File: src/design/isl_pkg.sv
package isl_pkg;

   localparam int DEPTH  = 64;
   localparam int DATA_W = 32;
   localparam int POS_W  = 7;
   localparam int CNT_W  = 7;

   // operation codes
   localparam logic [1:0] OP_APPEND = 2'd0;
   localparam logic [1:0] OP_INSERT = 2'd1;
   localparam logic [1:0] OP_REMOVE = 2'd2;
   localparam logic [1:0] OP_READ   = 2'd3;

   // status codes
   localparam logic [1:0] ST_OK   = 2'd0;
   localparam logic [1:0] ST_OOB  = 2'd1;
   localparam logic [1:0] ST_FULL = 2'd2;

   // command broadcast to every cell of the row
   typedef struct packed {
      logic              ins;
      logic              rem;
      logic [POS_W-1:0]  pos;
      logic [DATA_W-1:0] value;
   } cell_cmd_type;

endpackage

File: src/design/isl_cell.sv
module isl_cell (
   input  logic                        clock,
   input  isl_pkg::cell_cmd_type       cmd,
   input  logic [isl_pkg::POS_W-1:0]   idx,
   input  logic [isl_pkg::DATA_W-1:0]  prev_data,
   input  logic [isl_pkg::DATA_W-1:0]  next_data,
   input  logic [isl_pkg::POS_W-1:0]   rd_pos,
   output logic [isl_pkg::DATA_W-1:0]  data,
   output logic [isl_pkg::DATA_W-1:0]  rd_data
);
   import isl_pkg::*;

   logic [DATA_W-1:0] data_ff;
   logic [DATA_W-1:0] data_in;

   // insert: cells above pos take the lower neighbor, pos takes the new word
   // remove: cells at and above pos take the upper neighbor
   always_comb begin
      data_in = data_ff;
      if (cmd.ins) begin
         if (idx > cmd.pos) begin
            data_in = prev_data;
         end else if (idx == cmd.pos) begin
            data_in = cmd.value;
         end
      end else if (cmd.rem) begin
         if (idx >= cmd.pos) begin
            data_in = next_data;
         end
      end
   end

   always_ff @(posedge clock) begin
      data_ff <= data_in;
   end

   assign data    = data_ff;
   assign rd_data = (idx == rd_pos) ? data_ff : '0;

endmodule

File: config.mk
export PLATFORM = sky130hd
export DESIGN_NAME = isl_cell
export DESIGN_NICKNAME = d
export VERILOG_FILES = /design/src/design/isl_pkg.sv /design/src/design/isl_cell.sv
export SDC_FILE = /design/constraint.sdc
export NUM_CORES = 1
export LEC_CHECK = 0
export BUFFER_PORTS_ARGS = -buffer_cell sky130_fd_sc_hd__buf_4
export CORE_ASPECT_RATIO = 1.4
export CORE_UTILIZATION = 49
export CTS_BUF_LIST = sky130_fd_sc_hd__clkbuf_8
export DETAILED_ROUTE_END_ITERATION = 12
export GPL_ROUTABILITY_DRIVEN = 0
export GPL_TIMING_DRIVEN = 0
export PLACE_DENSITY_LB_ADDON = 0.25
export SLEW_MARGIN = 20
export SYNTH_ARGS = -nofsm -noshare
export SYNTH_HDL_FRONTEND = slang
export SYNTH_SLANG_ARGS = --single-unit
export TNS_END_PERCENT = 1
File: constraint.sdc
create_clock -name clock -period 6.9 [get_ports clock]
set_input_delay 0.345 -clock clock [delete_from_list [all_inputs] [get_ports clock]]
set_output_delay 0.345 -clock clock [all_outputs]
set_load 0.02 [all_outputs]
* Yosys cells after proc, flatten, opt, wreduce, memory -nomap -nowiden
Cells that the tools add are included.
** Operators by class
- Magnitude comparators :: 2
- Equal/unequal tests :: 3
- Muxes and demuxes :: 6
- Reductions and logical operators :: 3
** Operator list (number)
- 2-to-1 mux 32 bit :: 6
- equality test 7 bit :: 2
- >= comparator 7 bit :: 1
- greater-than comparator 7 bit :: 1
- nonzero test 2 bit :: 2
- inequality test 3 x 1 -> 1 bit (second input constant) :: 1
- AND reduction 3 bit :: 1
** Word-level totals
- Register bits after elaboration :: 32
- Output and inout port bits :: 64
- Word-level logic and storage cells :: 15

* Depth between registers and ports, before layout
- Depth after elaboration :: 4
- Depth in mapped cells :: 8
- Gate-level depth less buffers :: 6

* Least setup slack after synthesis
OpenSTA, ideal clock, no wires.
- Kind :: input -> register
- Start point :: input cmd[34] (netlist bit)
- End point :: register data_ff[0] (netlist: data[0]) (enable)
- Arrival :: 2.206 ns
- Data required time :: 6.509 ns
- Path slack :: 4.303 ns
- Stages on the path :: 8
- Path through :: inv_1 > ha_1 > a21o_1 > clkbuf_1 > clkbuf_1 > nor3_1 > nor2_1 > o22a_1
** On the way
- Longest elaborated chain between the ends :: 3
- Elaborated cells on any way between the ends :: 6
- Those cells by class :: order compare (2); eq/ne (2); reduce/logical (2)
** Ends and longest elaborated chain
- start, declared :: RTL line isl_cell.sv:3 : input isl_pkg::cell_cmd_type cmd,
- greater-than comparator 7 bit (tied with other cells) :: RTL line isl_cell.sv:21 : if (idx > cmd.pos) begin
- inequality test 3 x 1 -> 1 bit (no source line) / nonzero test 2 bit (equally long branches)
- AND reduction 3 bit (no source line) *
- end signal, assigned :: RTL line isl_cell.sv:34 : data_ff <= data_in;
- end, declared :: RTL line isl_cell.sv:13 : logic [DATA_W-1:0] data_ff;
Mark *: on every way between the ends. The rest lies on a longest branch, timed or not.
A chain may end at the register's enable or synchronous reset.

* Final worst setup path
- Start point :: input idx[2] (netlist bit)
- End point :: register data_ff[3] (netlist: data[3]) (enable)
** On the way
- Longest elaborated chain between the ends :: 3
- Elaborated cells on any way between the ends :: 6
- Those cells by class :: order compare (2); eq/ne (2); reduce/logical (2)
** Ends and longest elaborated chain
- start, declared :: RTL line isl_cell.sv:4 : input logic [isl_pkg::POS_W-1:0] idx,
- greater-than comparator 7 bit (tied with other cells) :: RTL line isl_cell.sv:21
- inequality test 3 x 1 -> 1 bit (no source line) / nonzero test 2 bit (equally long branches)
- AND reduction 3 bit (no source line) *
Marks and branches as above.

==> flow_metrics.py <==
metrics = {
    "placement": {
        "hpwl_um": 8115,
        "port_buffers": 182,
    },
    "global_routing": {
        "grt_max_degree": 20,
        "grt_pass1_wl_um": 17040,
        "use_met3": 0.05131,
        "grt_busiest_layer": "met2",
        "grt_usage": 0.3183,
        "grt-ovfl-total": 0,
        "met1_usage": 0.3534,
        "grt_pass1_vias": 3663,
        "grt.met2_usage": 0.5930,
        "antenna_found_initial": 0,
    },
    "flow_run": {
        "drv_cap": 0,
    },
    "drt": {
        "wirelength_um": 10910,
        "drt_first_pass_iters": 5,
        "wl_per_cell_um": 17.49,
        "drt.antenna.violating_nets": 0,
        "vias": 3773,
        "drt_iter0_drc": 356,
        "viasPerCell": 6.046,
        "drcViolationCount": 0,
    },
    "cts": {
        "cts.sink_count": 32,
        "holdBufCountCts": 0,
        "clk_pin_slew_ns": 0.08,
        "numCtsBuffers": 5,
        "clockBufferDepth": 2,
        "cts_max_level": 2,
        "cts_tree": "built",
        "clock-root-buffer": "clkbuf_8",
        "cts_resized": 0,
        "post_cts_buffers": 0,
    },
    "yosys": {
        "synthTopCellsByArea": "edfxtp_1 (31%), mux2i_1 (10%), a41oi_1 (9.1%)",
        "synth_seq_area_share": 0.3104,
        "ys_types": 29,
        "synth_top_area_share": 0.3104,
        "synth_top_cell_by_area": "edfxtp_1",
        "ys_ff_latch": 32,
        "synthCells": 363,
        "syn_area_per_cell_um2": 8.527,
        "synth_nets": 490,
        "syn-cell-area_mm2": 0.003095,
        "ys_warn_count": 0,
    },
    "setup_path": {
        "critPathLaunch": "idx[2]",
        "cp.required_ns": 6.90,
        "worst_setup_path_end_kind": "flip-flop",
        "critPathMaxFanout": 19,
        "setup.worst_path.start_class": "input port",
        "cp-endpoint": "data[3]$_DFFE_PP_",
        "worstSetupPathType": "input port to flip-flop",
        "crit_arrival_ns": 2.42,
    },
    "floorplanning": {
        "die_h_um": 96.04,
        "coreArea_mm2": 0.005987,
        "start_util": 0.5170,
        "rows": 33,
        "io_pins": 184,
        "die_area_mm2": 0.006644,
        "die_w_um": 69.18,
    },
    "final_layout": {
        "synthToLayoutAreaGrowth_pct": 51.33,
        "largest_register_ffs": 32,
        "final_layout_size_suffix_gt1_frac": 0.3574,
        "nets": 680,
        "fin_util": 0.7824,
        "antenna_cells": 0,
    },
    "timing": {
        "setup_violations": 0,
        "fin_crit_ns": 2.425,
        "fin_setup_tns_ns": 0,
        "tightest_slew_ns": 0.6623,
        "rsz0062_at_grt": "false",
        "finalHoldViolCount": 0,
        "relSlewSlack": 0.5544,
        "maxSlewViolCount": 0,
        "max_clock_freq_ghz": 0.4123,
        "min_period_over_period": 0.3515,
    },
    "hold_path": {
        "hp-class": "input port to flip-flop",
        "holdPathStages": 3,
    },
    "power_and_ir_drop": {
        "power.ir.vdd_worst_mv": 0.1265,
        "leakage_nw": 2.033,
        "power_density_mw_per_mm2": 163.3,
    },
    "status": {
        "outcome": "completed",
    },
}
==> cells in the final DEF (no fill, tap or decap) <==
| cell type | count |
|---|---|
| o211a_1 | 2 |
| a21o_1 | 1 |
| and2_1 | 32 |
| nand4_1 | 2 |
| mux2i_1 | 32 |
| nor3b_1 | 32 |
| nor4_1 | 1 |
| buf_2 | 4 |
| and3b_1 | 1 |
| a41oi_1 | 32 |
| and3_1 | 1 |
| clkbuf_4 | 1 |
| nor2_1 | 34 |
| ha_1 | 7 |
| clkbuf_1 | 29 |
| nand2_1 | 33 |
| inv_1 | 7 |
| o21ai_0 | 32 |
| xor2_1 | 3 |
| edfxtp_1 | 32 |
| o22a_2 | 1 |
| clkbuf_8 | 5 |
| clkinv_1 | 2 |
| buf_16 | 1 |
| nor3_1 | 1 |
| a21boi_0 | 32 |
| nand3_1 | 1 |
| a21oi_1 | 2 |
| buf_4 | 184 |
| bufinv_16 | 1 |
| xnor2_1 | 4 |
| and4_1 | 1 |
| o21ai_4 | 1 |
==> per-layer routing <==
metal / vias to the layer above / share of wire
li1: 1723 / -
met1: 1780 / 0.36
met2: 238 / 0.53
met3: 32 / 0.083
met4: 0 / 0.026
met5: - / 0
==> where the power goes <==
group / internal (mW) / switching [mW] / leakage [nW] / total [mW]
logic: 0.147 / 0.164 / 1.67 / 0.311
clock network: 0.105 / 0.0774 / 0.0532 / 0.183
registers: 0.255 / 0.0159 / 0.310 / 0.271
==> worst max-delay path, cell delays in order <==
cell	delay [ns]
buf_4	0.12
ha_1	0.31
a21o_1	0.11
clkbuf_1	0.28
clkbuf_1	0.42
nor3_1	0.09
nor2_1	0.10
o22a_2	0.42
buf_16	0.23
==> kinds of logic after synthesis <==
group | share of synthesized area
and+or+nand+nor | 0.2405
AOI/OAI and AO/OA | 0.2401
buffers and inverters | 0.05740
muxes | 0.1035
DFF | 0.3104
xor gates and xnor gates | 0.01981
adders and majority gates | 0.02829
==> area by class of cell <==
cell class,instances,area (µm²)
Multi-Input combinational cell,288,1958
Timing Repair Buffer,183,1394
Fill cell,442,1303
Sequential cell,32,960.9
Buffer,36,151.4
Tap cell,70,87.58
Clock buffer,5,68.82
Clock inverter,3,37.54
Inverter,7,26.28
==> metrics by stage <==
stage,area (µm²),total power [mW],cells,setup slack [ns],hold WS (ns)
6_report,4684,0.7648,624,4.475,0.4266
5_1_grt,4684,0.7950,624,4.189,0.4208
4_1_cts,4684,0.7603,624,4.499,0.4155
3_5_place_dp,4578,0.5817,616,4.198,0.7222
3_3_place_gp,4549,0.5692,615,3.555,0.7145
2_1_floorplan,3095,0.4375,363,4.303,0.6200
==> worst min path at each step <==
stage,startpoint,endpoint
2_1_floorplan,next_data[10],data[10]$_DFFE_PP_
3_3_place_gp,next_data[27],data[27]$_DFFE_PP_
3_5_place_dp,next_data[3],data[3]$_DFFE_PP_
4_1_cts,next_data[12],data[12]$_DFFE_PP_
5_1_grt,next_data[12],data[12]$_DFFE_PP_
6_report,next_data[16],data[16]$_DFFE_PP_
==> synthesized netlist by cell type <==
library cell,count
a21o_1,1
clkbuf_4,1
and2_1,32
a21oi_1,2
nor3_1,1
nand2_1,33
a41oi_1,32
nand4_1,2
xnor2_1,4
ha_1,7
xor2_1,3
o21ai_0,32
buf_4,2
and3b_1,1
buf_2,4
a21boi_0,32
nor3b_1,32
inv_1,7
o211a_1,2
o21ai_4,1
edfxtp_1,32
mux2i_1,32
and4_1,1
and3_1,1
nor2_1,34
nand3_1,1
clkbuf_1,29
nor4_1,1
o22a_1,1
Note: power is estimated with default switching activity, not from simulation.
